===== src/rtl/addressed_frame_receiver_macros.svh =====
// Assertion macros for the addressed frame receiver.
// Depends on signals named clock and reset in the module that uses them.
`ifndef ADDRESSED_FRAME_RECEIVER_MACROS_SVH
`define ADDRESSED_FRAME_RECEIVER_MACROS_SVH

// Same-cycle implication, checked outside reset.
`define AFR_ASSERT_SAME(label, ante, cons, msg) \
   label: assert property (@(posedge clock) disable iff (reset) (ante) |-> (cons)) \
      else $error(msg);

// Next-cycle implication, checked outside reset.
`define AFR_ASSERT_NEXT(label, ante, cons, msg) \
   label: assert property (@(posedge clock) disable iff (reset) (ante) |=> (cons)) \
      else $error(msg);

`endif


===== src/rtl/afr_pkg.sv =====
// Package for the addressed frame receiver: parser phases, event kinds, reject causes,
// register indexes and register reset values. No dependencies.
`default_nettype none

package afr_pkg;

   // Parser phase, one per byte role in the frame
   typedef enum logic [2:0] {
      PH_HUNT    = 3'd0,
      PH_MODE    = 3'd1,
      PH_TARGET  = 3'd2,
      PH_LENGTH  = 3'd3,
      PH_PAYLOAD = 3'd4,
      PH_CHECK   = 3'd5,
      PH_STOP    = 3'd6
   } phase_type;

   // Event kinds on the result channel
   localparam logic [1:0] EVENT_PAYLOAD  = 2'd0;
   localparam logic [1:0] EVENT_ACCEPTED = 2'd1;
   localparam logic [1:0] EVENT_REJECTED = 2'd2;

   // Reject causes
   localparam logic CAUSE_CHECKSUM = 1'b0;
   localparam logic CAUSE_STOP     = 1'b1;

   // Register indexes on the csr port
   localparam int unsigned CSR_INDEX_WIDTH = 3;
   typedef enum logic [CSR_INDEX_WIDTH-1:0] {
      CSR_START_CODE     = 3'd0,
      CSR_SEND_CODE      = 3'd1,
      CSR_BROADCAST_CODE = 3'd2,
      CSR_STOP_CODE      = 3'd3,
      CSR_ACK_CODE       = 3'd4,
      CSR_RESEND_CODE    = 3'd5,
      CSR_NODE_ID        = 3'd6
   } csr_index_type;

   // Register reset values
   localparam logic [7:0] RESET_START_CODE     = 8'd170;
   localparam logic [7:0] RESET_SEND_CODE      = 8'd83;
   localparam logic [7:0] RESET_BROADCAST_CODE = 8'd66;
   localparam logic [7:0] RESET_STOP_CODE      = 8'd85;
   localparam logic [7:0] RESET_ACK_CODE       = 8'd6;
   localparam logic [7:0] RESET_RESEND_CODE    = 8'd21;
   localparam logic [7:0] RESET_NODE_ID        = 8'd0;

endpackage

`default_nettype wire


===== src/rtl/addressed_frame_receiver.sv =====
// Addressed frame receiver: one byte per transfer, one parser step per byte.
// A result is registered onto rsp_ in the cycle after its byte is taken.
// Throughput: one byte per cycle unless req_stall holds it off; the parser
// state update and result register load are one compare/XOR/increment step.
// Reset (synchronous, active high): parser hunts for the start code, the
// result register is empty and all code registers take their default values.
`default_nettype none
`include "addressed_frame_receiver_macros.svh"

module addressed_frame_receiver (
   input  wire logic                                clock,
   input  wire logic                                reset,
   // received byte channel
   input  wire logic                                req_valid,
   output logic                                     req_stall,
   input  wire logic [7:0]                          req_rx_byte,
   // event channel
   output logic                                     rsp_valid,
   input  wire logic                                rsp_stall,
   output logic [1:0]                               rsp_event_kind,
   output logic [7:0]                               rsp_data_byte,
   output logic [7:0]                               rsp_byte_index,
   output logic                                     rsp_error_cause,
   output logic                                     rsp_reply_valid,
   output logic [7:0]                               rsp_reply_byte,
   output logic                                     rsp_is_broadcast,
   // register write port
   input  wire logic                                csr_write,
   input  wire logic [afr_pkg::CSR_INDEX_WIDTH-1:0] csr_index,
   input  wire logic [7:0]                          csr_data
);
   import afr_pkg::*;

   // code registers
   logic [7:0] start_code_ff, send_code_ff, broadcast_code_ff, stop_code_ff;
   logic [7:0] ack_code_ff, resend_code_ff, node_id_ff;

   // parser state
   phase_type  phase_ff, phase_in;
   logic       broadcast_ff, broadcast_in;
   logic [7:0] frame_length_ff, frame_length_in;
   logic [7:0] bytes_seen_ff, bytes_seen_in;
   logic [7:0] running_xor_ff, running_xor_in;

   // result register
   logic       rsp_valid_ff, rsp_valid_in;
   logic [1:0] kind_ff, kind_in;
   logic [7:0] data_ff, data_in;
   logic [7:0] index_ff, index_in;
   logic       cause_ff, cause_in;
   logic       reply_valid_ff, reply_valid_in;
   logic [7:0] reply_byte_ff, reply_byte_in;
   logic       is_bcast_ff, is_bcast_in;

   logic       emit;
   logic       req_take;
   logic [7:0] bytes_next;

   // input is held off only while a result waits and cannot drain
   assign req_stall = rsp_valid_ff & rsp_stall;
   assign req_take  = req_valid & ~req_stall;

   // register writes; unknown indexes are dropped
   always_ff @(posedge clock) begin
      if (reset) begin
         start_code_ff     <= RESET_START_CODE;
         send_code_ff      <= RESET_SEND_CODE;
         broadcast_code_ff <= RESET_BROADCAST_CODE;
         stop_code_ff      <= RESET_STOP_CODE;
         ack_code_ff       <= RESET_ACK_CODE;
         resend_code_ff    <= RESET_RESEND_CODE;
         node_id_ff        <= RESET_NODE_ID;
      end else if (csr_write) begin
         unique case (csr_index)
            CSR_START_CODE:     start_code_ff     <= csr_data;
            CSR_SEND_CODE:      send_code_ff      <= csr_data;
            CSR_BROADCAST_CODE: broadcast_code_ff <= csr_data;
            CSR_STOP_CODE:      stop_code_ff      <= csr_data;
            CSR_ACK_CODE:       ack_code_ff       <= csr_data;
            CSR_RESEND_CODE:    resend_code_ff    <= csr_data;
            CSR_NODE_ID:        node_id_ff        <= csr_data;
            default: ;
         endcase
      end
   end

   assign bytes_next = bytes_seen_ff + 8'd1;

   // parser next state and result for the byte on req_
   always_comb begin
      phase_in        = phase_ff;
      broadcast_in    = broadcast_ff;
      frame_length_in = frame_length_ff;
      bytes_seen_in   = bytes_seen_ff;
      running_xor_in  = running_xor_ff;
      emit            = 1'b0;
      kind_in         = EVENT_PAYLOAD;
      data_in         = 8'd0;
      index_in        = 8'd0;
      cause_in        = CAUSE_CHECKSUM;
      reply_valid_in  = 1'b0;
      reply_byte_in   = 8'd0;
      is_bcast_in     = broadcast_ff;

      unique case (phase_ff)
         PH_MODE: begin
            broadcast_in = (req_rx_byte == broadcast_code_ff);
            phase_in     = (req_rx_byte == send_code_ff) ? PH_TARGET : PH_LENGTH;
         end
         PH_TARGET: begin
            phase_in = (req_rx_byte == node_id_ff) ? PH_LENGTH : PH_HUNT;
         end
         PH_LENGTH: begin
            frame_length_in = req_rx_byte;
            bytes_seen_in   = 8'd0;
            running_xor_in  = 8'd0;
            phase_in        = (req_rx_byte == 8'd0) ? PH_CHECK : PH_PAYLOAD;
         end
         PH_PAYLOAD: begin
            running_xor_in = running_xor_ff ^ req_rx_byte;
            bytes_seen_in  = bytes_next;
            if (bytes_next == frame_length_ff) begin
               phase_in = PH_CHECK;
            end
            emit     = 1'b1;
            kind_in  = EVENT_PAYLOAD;
            data_in  = req_rx_byte;
            index_in = bytes_seen_ff;
         end
         PH_CHECK: begin
            if (req_rx_byte != running_xor_ff) begin
               phase_in       = PH_HUNT;
               emit           = 1'b1;
               kind_in        = EVENT_REJECTED;
               cause_in       = CAUSE_CHECKSUM;
               reply_valid_in = ~broadcast_ff;
               reply_byte_in  = broadcast_ff ? 8'd0 : resend_code_ff;
            end else begin
               phase_in = PH_STOP;
            end
         end
         PH_STOP: begin
            phase_in       = PH_HUNT;
            emit           = 1'b1;
            reply_valid_in = ~broadcast_ff;
            if (req_rx_byte != stop_code_ff) begin
               kind_in       = EVENT_REJECTED;
               cause_in      = CAUSE_STOP;
               reply_byte_in = broadcast_ff ? 8'd0 : resend_code_ff;
            end else begin
               kind_in       = EVENT_ACCEPTED;
               data_in       = frame_length_ff;
               reply_byte_in = broadcast_ff ? 8'd0 : ack_code_ff;
            end
         end
         // hunting, and any unused phase code
         default: begin
            phase_in = (req_rx_byte == start_code_ff) ? PH_MODE : PH_HUNT;
         end
      endcase
   end

   // result register occupancy
   always_comb begin
      priority if (req_take) begin
         rsp_valid_in = emit;
      end else if (!rsp_stall) begin
         rsp_valid_in = 1'b0;
      end else begin
         rsp_valid_in = rsp_valid_ff;
      end
   end

   // parser state and result valid
   always_ff @(posedge clock) begin
      if (reset) begin
         phase_ff        <= PH_HUNT;
         broadcast_ff    <= 1'b0;
         frame_length_ff <= 8'd0;
         bytes_seen_ff   <= 8'd0;
         running_xor_ff  <= 8'd0;
         rsp_valid_ff    <= 1'b0;
      end else begin
         rsp_valid_ff <= rsp_valid_in;
         if (req_take) begin
            phase_ff        <= phase_in;
            broadcast_ff    <= broadcast_in;
            frame_length_ff <= frame_length_in;
            bytes_seen_ff   <= bytes_seen_in;
            running_xor_ff  <= running_xor_in;
         end
      end
   end

   // result payload, loaded on a transfer that emits
   always_ff @(posedge clock) begin
      if (req_take && emit) begin
         kind_ff        <= kind_in;
         data_ff        <= data_in;
         index_ff       <= index_in;
         cause_ff       <= cause_in;
         reply_valid_ff <= reply_valid_in;
         reply_byte_ff  <= reply_byte_in;
         is_bcast_ff    <= is_bcast_in;
      end
   end

   assign rsp_valid        = rsp_valid_ff;
   assign rsp_event_kind   = kind_ff;
   assign rsp_data_byte    = data_ff;
   assign rsp_byte_index   = index_ff;
   assign rsp_error_cause  = cause_ff;
   assign rsp_reply_valid  = reply_valid_ff;
   assign rsp_reply_byte   = reply_byte_ff;
   assign rsp_is_broadcast = is_bcast_ff;

   // checks on parser and result register
   `AFR_ASSERT_SAME(a_check_count, phase_ff == PH_CHECK, bytes_seen_ff == frame_length_ff, "checksum phase with payload count off")
   `AFR_ASSERT_NEXT(a_payload_emits, req_take && phase_ff == PH_PAYLOAD, rsp_valid_ff && kind_ff == EVENT_PAYLOAD, "payload byte did not produce an event")
   `AFR_ASSERT_SAME(a_reply_kind, rsp_valid_ff && reply_valid_ff, kind_ff != EVENT_PAYLOAD && !is_bcast_ff, "reply on payload or broadcast event")
   `AFR_ASSERT_SAME(a_stall_full, req_stall, rsp_valid_ff, "input held off with empty result register")

endmodule

`default_nettype wire


===== config.mk =====
export PLATFORM = sky130hd
export DESIGN_NAME = addressed_frame_receiver
export DESIGN_NICKNAME = d
export VERILOG_FILES = /design/src/rtl/afr_pkg.sv /design/src/rtl/addressed_frame_receiver.sv
export VERILOG_INCLUDE_DIRS = /design/src /design/src/rtl
export SDC_FILE = /design/constraint.sdc
export NUM_CORES = 1
export LEC_CHECK = 0
export BUFFER_PORTS_ARGS = -buffer_cell sky130_fd_sc_hd__buf_2
export CORE_MARGIN = 2
export CORE_UTILIZATION = 59
export DETAILED_ROUTE_END_ITERATION = 6
export PLACE_DENSITY = 0.89
export SLEW_MARGIN = 30
export SYNTH_ARGS = -nofsm -noshare
export SYNTH_HDL_FRONTEND = slang
export SYNTH_SLANG_ARGS = --single-unit

===== constraint.sdc =====
create_clock -name clock -period 2.8 [get_ports clock]
set_input_delay 0.56 -clock clock [delete_from_list [all_inputs] [get_ports clock]]
set_output_delay 0.56 -clock clock [all_outputs]
set_load 0.05 [all_outputs]

Word-level counts from Yosys, hierarchy flattened --
Cells that the tools add are included.
Storage, ports and cells: flip-flop bits (word level) 114, output and inout bits 31, word-level logic and storage cells 89, input port bits 24
Cells by class: bitwise gates (word level) 5, add/sub/neg operators 1, equal/unequal tests 21, reductions and logical operators 16, muxes and demuxes 26
Operators by type and width (count):
- 8-bit one-hot mux with 2 select lines | 4
- 8-bit == test | 5
- 8-bit 2-to-1 mux | 5
- 2-bit AND reduction | 11
- 3-bit == test, second input constant | 6
- 3-bit one-hot mux with 6 select lines | 1
- 8-bit inequality test | 2
- 3-bit by 2-bit == test with 1-bit output, second input constant | 4
- 8-bit by 1-bit adder with 8-bit output, second input constant | 1
- 8-bit zero test | 1
- 1-bit 2-to-1 mux | 8
- 8-bit XOR | 1
- 3-bit by 1-bit == test with 1-bit output, second input constant | 2
- 2-bit 2-to-1 mux | 3
- 3-bit 2-to-1 mux | 2
- 1-bit one-hot mux with 2 select lines | 2
- 2-bit one-hot mux with 2 select lines | 1
- 3-bit zero test | 1
- 1-bit AND | 2
- 2-bit by 1-bit inequality test with 1-bit output, second input constant | 1
- 2-bit inequality test, second input constant | 1
- 1-bit inverter | 2
- 2-bit nonzero test | 1
- 2-bit OR reduction | 1
- 1-bit logical AND | 1

Longest topological paths before layout --
depth in word-level cells 4, gate-level depth with buffers 8

Least setup slack after synthesis --
No wires, ideal clock.
path type input -> register, start in req_rx_byte[6], end reg index_ff[0] (netlist: rsp_byte_index[0]), enable pin, cell stages on the path 7, path slack 0.573 ns, path buffers 1, arrival 1.843 ns, cells stage by stage buf_2 -> xnor2_1 -> nand4_1 -> nor2_1 -> o21ai_0 -> nand3_1 -> inv_1
On the way: longest elaborated chain between the ends 4
RTL lines:
- start, declared | line addressed_frame_receiver.sv:16 | input wire logic [7:0] req_rx_byte,
- 8-bit inequality test | line addressed_frame_receiver.sv:131 | if (req_rx_byte != running_xor_ff) begin
- 1-bit 2-to-1 mux | line addressed_frame_receiver.sv:131
- 1-bit one-hot mux with 2 select lines | line addressed_frame_receiver.sv:105 | unique case (phase_ff)
- 1-bit logical AND | line addressed_frame_receiver.sv:197 | if (req_take && emit) begin
- end signal, assigned | line addressed_frame_receiver.sv:200 | index_ff <= index_in;
- end, declared | line addressed_frame_receiver.sv:49 | logic [7:0] index_ff, index_in;
Every way passes these cells. A chain may end at the register's enable or synchronous reset.

Worst setup path after layout --
start reg phase_ff[0], end reg running_xor_ff[6]
On the way: longest elaborated chain between the ends 3
RTL lines:
- start, declared | line addressed_frame_receiver.sv:39 | phase_type phase_ff, phase_in;
- start signal, assigned | line addressed_frame_receiver.sv:186 | phase_ff <= phase_in;
- 3-bit == test or 3-bit by 2-bit == test with 1-bit output (tied branches) | line addressed_frame_receiver.sv:105
- 2-bit nonzero test (no line)
- 2-bit AND reduction (no line)
- end signal, assigned | line addressed_frame_receiver.sv:190 | running_xor_ff <= running_xor_in;
- end, declared | line addressed_frame_receiver.sv:43 | logic [7:0] running_xor_ff, running_xor_in;
Parallel ways exist; a longest one is shown, timed or not.

==> results.sh <==
export IMPL_p_seq_frac=0.447
export IMPL_holdBufCountCts=0
export IMPL_row_count=34
export IMPL_ys_types=49
export IMPL_fin_nets=663
export IMPL_initial_utilization=0.605
export IMPL_drv_slew=0
export IMPL_final_area_sq_mm=0.00613
export IMPL_max_vdd_ir_drop_uv=435
export IMPL_power_density_mw_per_mm2=632
export IMPL_min_to="node_id_ff[0]$_SDFFE_PP0P_"
export IMPL_drtAntennaViolNets=0
export IMPL_die_area_sq_mm=0.00967
export IMPL_cts_buffer_depth=2
export IMPL_ctsHtreeMaxLevel=4
export IMPL_r2r_start="phase_ff[0]$_SDFFE_PP0P_"
export IMPL_regArea_sq_mm=0.00257
export IMPL_end_kind="flip-flop"
export IMPL_routabilityCongestion=0.895
export IMPL_synth_ff_latch_count=114
export IMPL_syn_avg_cell_area_sq_um=8.92
export IMPL_yosysTopAreaCell="dfxtp_1"
export IMPL_grt_max_degree=86
export IMPL_hp_class="primary input to flip-flop"
export IMPL_whs_path_depth=3
export IMPL_layout_commonest_cell="nand2_1"
export IMPL_grt_pass1_vias=4355
export IMPL_io_buffers=54
export IMPL_start_kind="flip-flop"
export IMPL_first_pass_iters=5
export IMPL_ctsResizeCount=0
export IMPL_worst_hold_slack_ns=0.365
export IMPL_cts_tree="built"
export IMPL_cp_max_fo=16
export IMPL_core_area_sq_mm=0.00868
export IMPL_area_growth_pct=16.7
export IMPL_synth_top_area_frac=0.324
export IMPL_mostFrequentLayoutCells="109 x nand2_1, 85 x dfxtp_1, 55 x nor2_1, 54 x buf_2, 53 x a21oi_1"
export IMPL_synth_flop_cell="dfxtp_1"
export IMPL_antenna_found_initial=0
export IMPL_clk_pin_slew_worst_paths_ns=0.06
export IMPL_synth_area_leaders="dfxtp_1 32%, edfxtp_1 17%, nand2_1 7.8%, xnor2_1 5.8%, a21oi_1 5.1%"
export IMPL_drcViolationCount=0
export IMPL_hp_start="csr_data[0]"
export IMPL_synth_edf_count=29
export IMPL_r2r_cells=7
export IMPL_setup_viol=0
export IMPL_syn_instance_count=589
export IMPL_rsz0062_at_grt="no"
export IMPL_drt_total_wl_microns=12900
export IMPL_post_dp_cell_area_sq_mm=0.00560
export IMPL_drive_above_1_share=0.152
export IMPL_fp_dieH_microns=98.4
export IMPL_p_sw_mw=0.969
export IMPL_insertedDiodeCount=0
export IMPL_dpl_hpwl_microns=8610
export IMPL_required_ns=3.24
export IMPL_path_class="flip-flop to flip-flop"
export IMPL_grtUsageTotal=0.271
export IMPL_drv_cap=0
export IMPL_clk_latency_ns=0.52
export IMPL_cts_root_buf="clkbuf_8"
export IMPL_max_clock_freq_mhz=448
export IMPL_grt_pass1_wl_microns=21000
export IMPL_leakage_nw=2.16
export IMPL_layout_min_cycle_time_ns=2.23
export IMPL_vias_per_cell=6.01
export IMPL_yosysWarnings=0
export IMPL_p_int_mw=2.91
export IMPL_layout_worst_path_cycle_share=0.797
export IMPL_p_comb_frac=0.061
export IMPL_reg2reg_to="running_xor_ff[6]$_SDFFE_PP0P_"
export IMPL_worst_pin_slew_ns=0.882
export IMPL_cts_sinks=114
export IMPL_synth_area_sq_mm=0.00525
export IMPL_clock_skew_ns=0.00761
export IMPL_ys_seq_area_frac=0.490
export IMPL_fp_dieW_microns=98.4
export IMPL_status="finished, final reports clean"
export IMPL_postSynth_asyncResetShare=0
export IMPL_relSlewSlack=0.406
export IMPL_drt_iter0_drc=541
export IMPL_cts_buffers=17
export IMPL_post_cts_buffers=0
export IMPL_pwr_share_clk=0.492
export IMPL_hold_violations=0
export IMPL_fin_setup_tns_ns=0
export IMPL_sw_frac_of_total=0.250
export IMPL_io_pin_count=55
export IMPL_r2r_slack_ns=0.57
export IMPL_grt_overflow=0
export IMPL_wl_per_cell_microns=17.0
export IMPL_worstPathArrival_ns=2.68
export IMPL_multi_input_area_sq_mm=0.00251
export IMPL_synth_nets=614
export IMPL_nFillCells=618
export IMPL_via_count=4560
-- metal layers --
layer / up-vias / share of wire / wire (microns) / global-route usage
met5: - / 0 / 0 / 0
met4: 0 / 0.015 / 195 / 0.0969
met3: 23 / 0.084 / 1090 / 0.0580
met2: 219 / 0.49 / 6290 / 0.453
met1: 2168 / 0.41 / 5330 / 0.347
li1: 2150 / - / - / -
-- Yosys cell counts, types with 11 or more instances --
master / number
buf_2: 12
xnor2_1: 35
a21oi_1: 53
clkbuf_1: 20
nor2_1: 55
xor2_1: 21
o21ai_0: 21
mux2i_1: 11
dfxtp_1: 85
edfxtp_1: 29
nand2_1: 109
nand3b_1: 16
-- logic make-up (layout without fill, tap and decap cells) --
kind of cell,count (synthesis),in the layout,synth area share
compound gates,115,115,0.137
xor+xnor,56,56,0.0934
fa+ha+maj,1,1,0.00238
buf+inv,40,102,0.0314
flops,114,114,0.490
mux,11,11,0.0210
simple gates,252,252,0.225
-- stage by stage --
step | worst slack [ns] | util | cells | total power [mW]
5_1_grt | 0.326 | 0.707 | 759 | 3.96
3_3_place_gp | 0.562 | 0.645 | 727 | 1.99
3_5_place_dp | 0.449 | 0.645 | 727 | 2.00
6_report | 0.568 | 0.707 | 759 | 3.88
4_1_cts | 0.656 | 0.707 | 759 | 3.88
2_1_floorplan | 0.573 | - | 589 | 1.92
-- registers in the layout, indices dropped and copies added, names as in the netlist, 8 cells and up --
register,flops
running_xor_ff,8
resend_code_ff,8
stop_code_ff,8
node_id_ff,8
broadcast_code_ff,8
rsp_data_byte,8
rsp_byte_index,8
send_code_ff,8
frame_length_ff,8
bytes_seen_ff,8
rsp_reply_byte,8
ack_code_ff,8
start_code_ff,8
-- critical path, cell delays in order, from the launching register on --
cell and delay, ns:
dfxtp_1 0.40, nor2_1 0.45, and2_1 0.37, nand2_1 0.28, buf_4 0.28, nor3b_1 0.21
a21oi_1 0.06, nor2_1 0.12
-- layout make-up --
cell class,instances,share of cell area
Timing Repair Buffer,63,0.0571
Inverter,7,0.00428
Clock inverter,14,0.0171
Multi-Input combinational cell,435,0.410
Sequential cell,114,0.420
Tap cell,108,0.0220
Clock buffer,18,0.0698
-- power groups by stage --
stage	sequential (mW)	combinational (mW)	clock, mW
finish	1.73	0.238	1.91
global route	1.73	0.258	1.97
CTS	1.73	0.233	1.91
detailed placement	1.77	0.230	0
global placement	1.76	0.222	0
floorplan	1.77	0.154	0
-- worst max-delay path by stage --
stage                             start                              end  slack (ns)  cells after the start
2_1_floorplan            req_rx_byte[6]  rsp_byte_index[0]$_SDFFCE_PN0P_        0.57                      7
3_3_place_gp             req_rx_byte[7]         phase_ff[0]$_SDFFE_PP0P_        0.56                      7
3_5_place_dp             req_rx_byte[2]         phase_ff[0]$_SDFFE_PP0P_        0.45                      7
4_1_cts        phase_ff[0]$_SDFFE_PP0P_   running_xor_ff[6]$_SDFFE_PP0P_        0.66                      7
5_1_grt        phase_ff[0]$_SDFFE_PP0P_   running_xor_ff[0]$_SDFFE_PP0P_        0.33                      7
6_report       phase_ff[0]$_SDFFE_PP0P_   running_xor_ff[6]$_SDFFE_PP0P_        0.57                      7
Power figures use the tool's default switching activity.
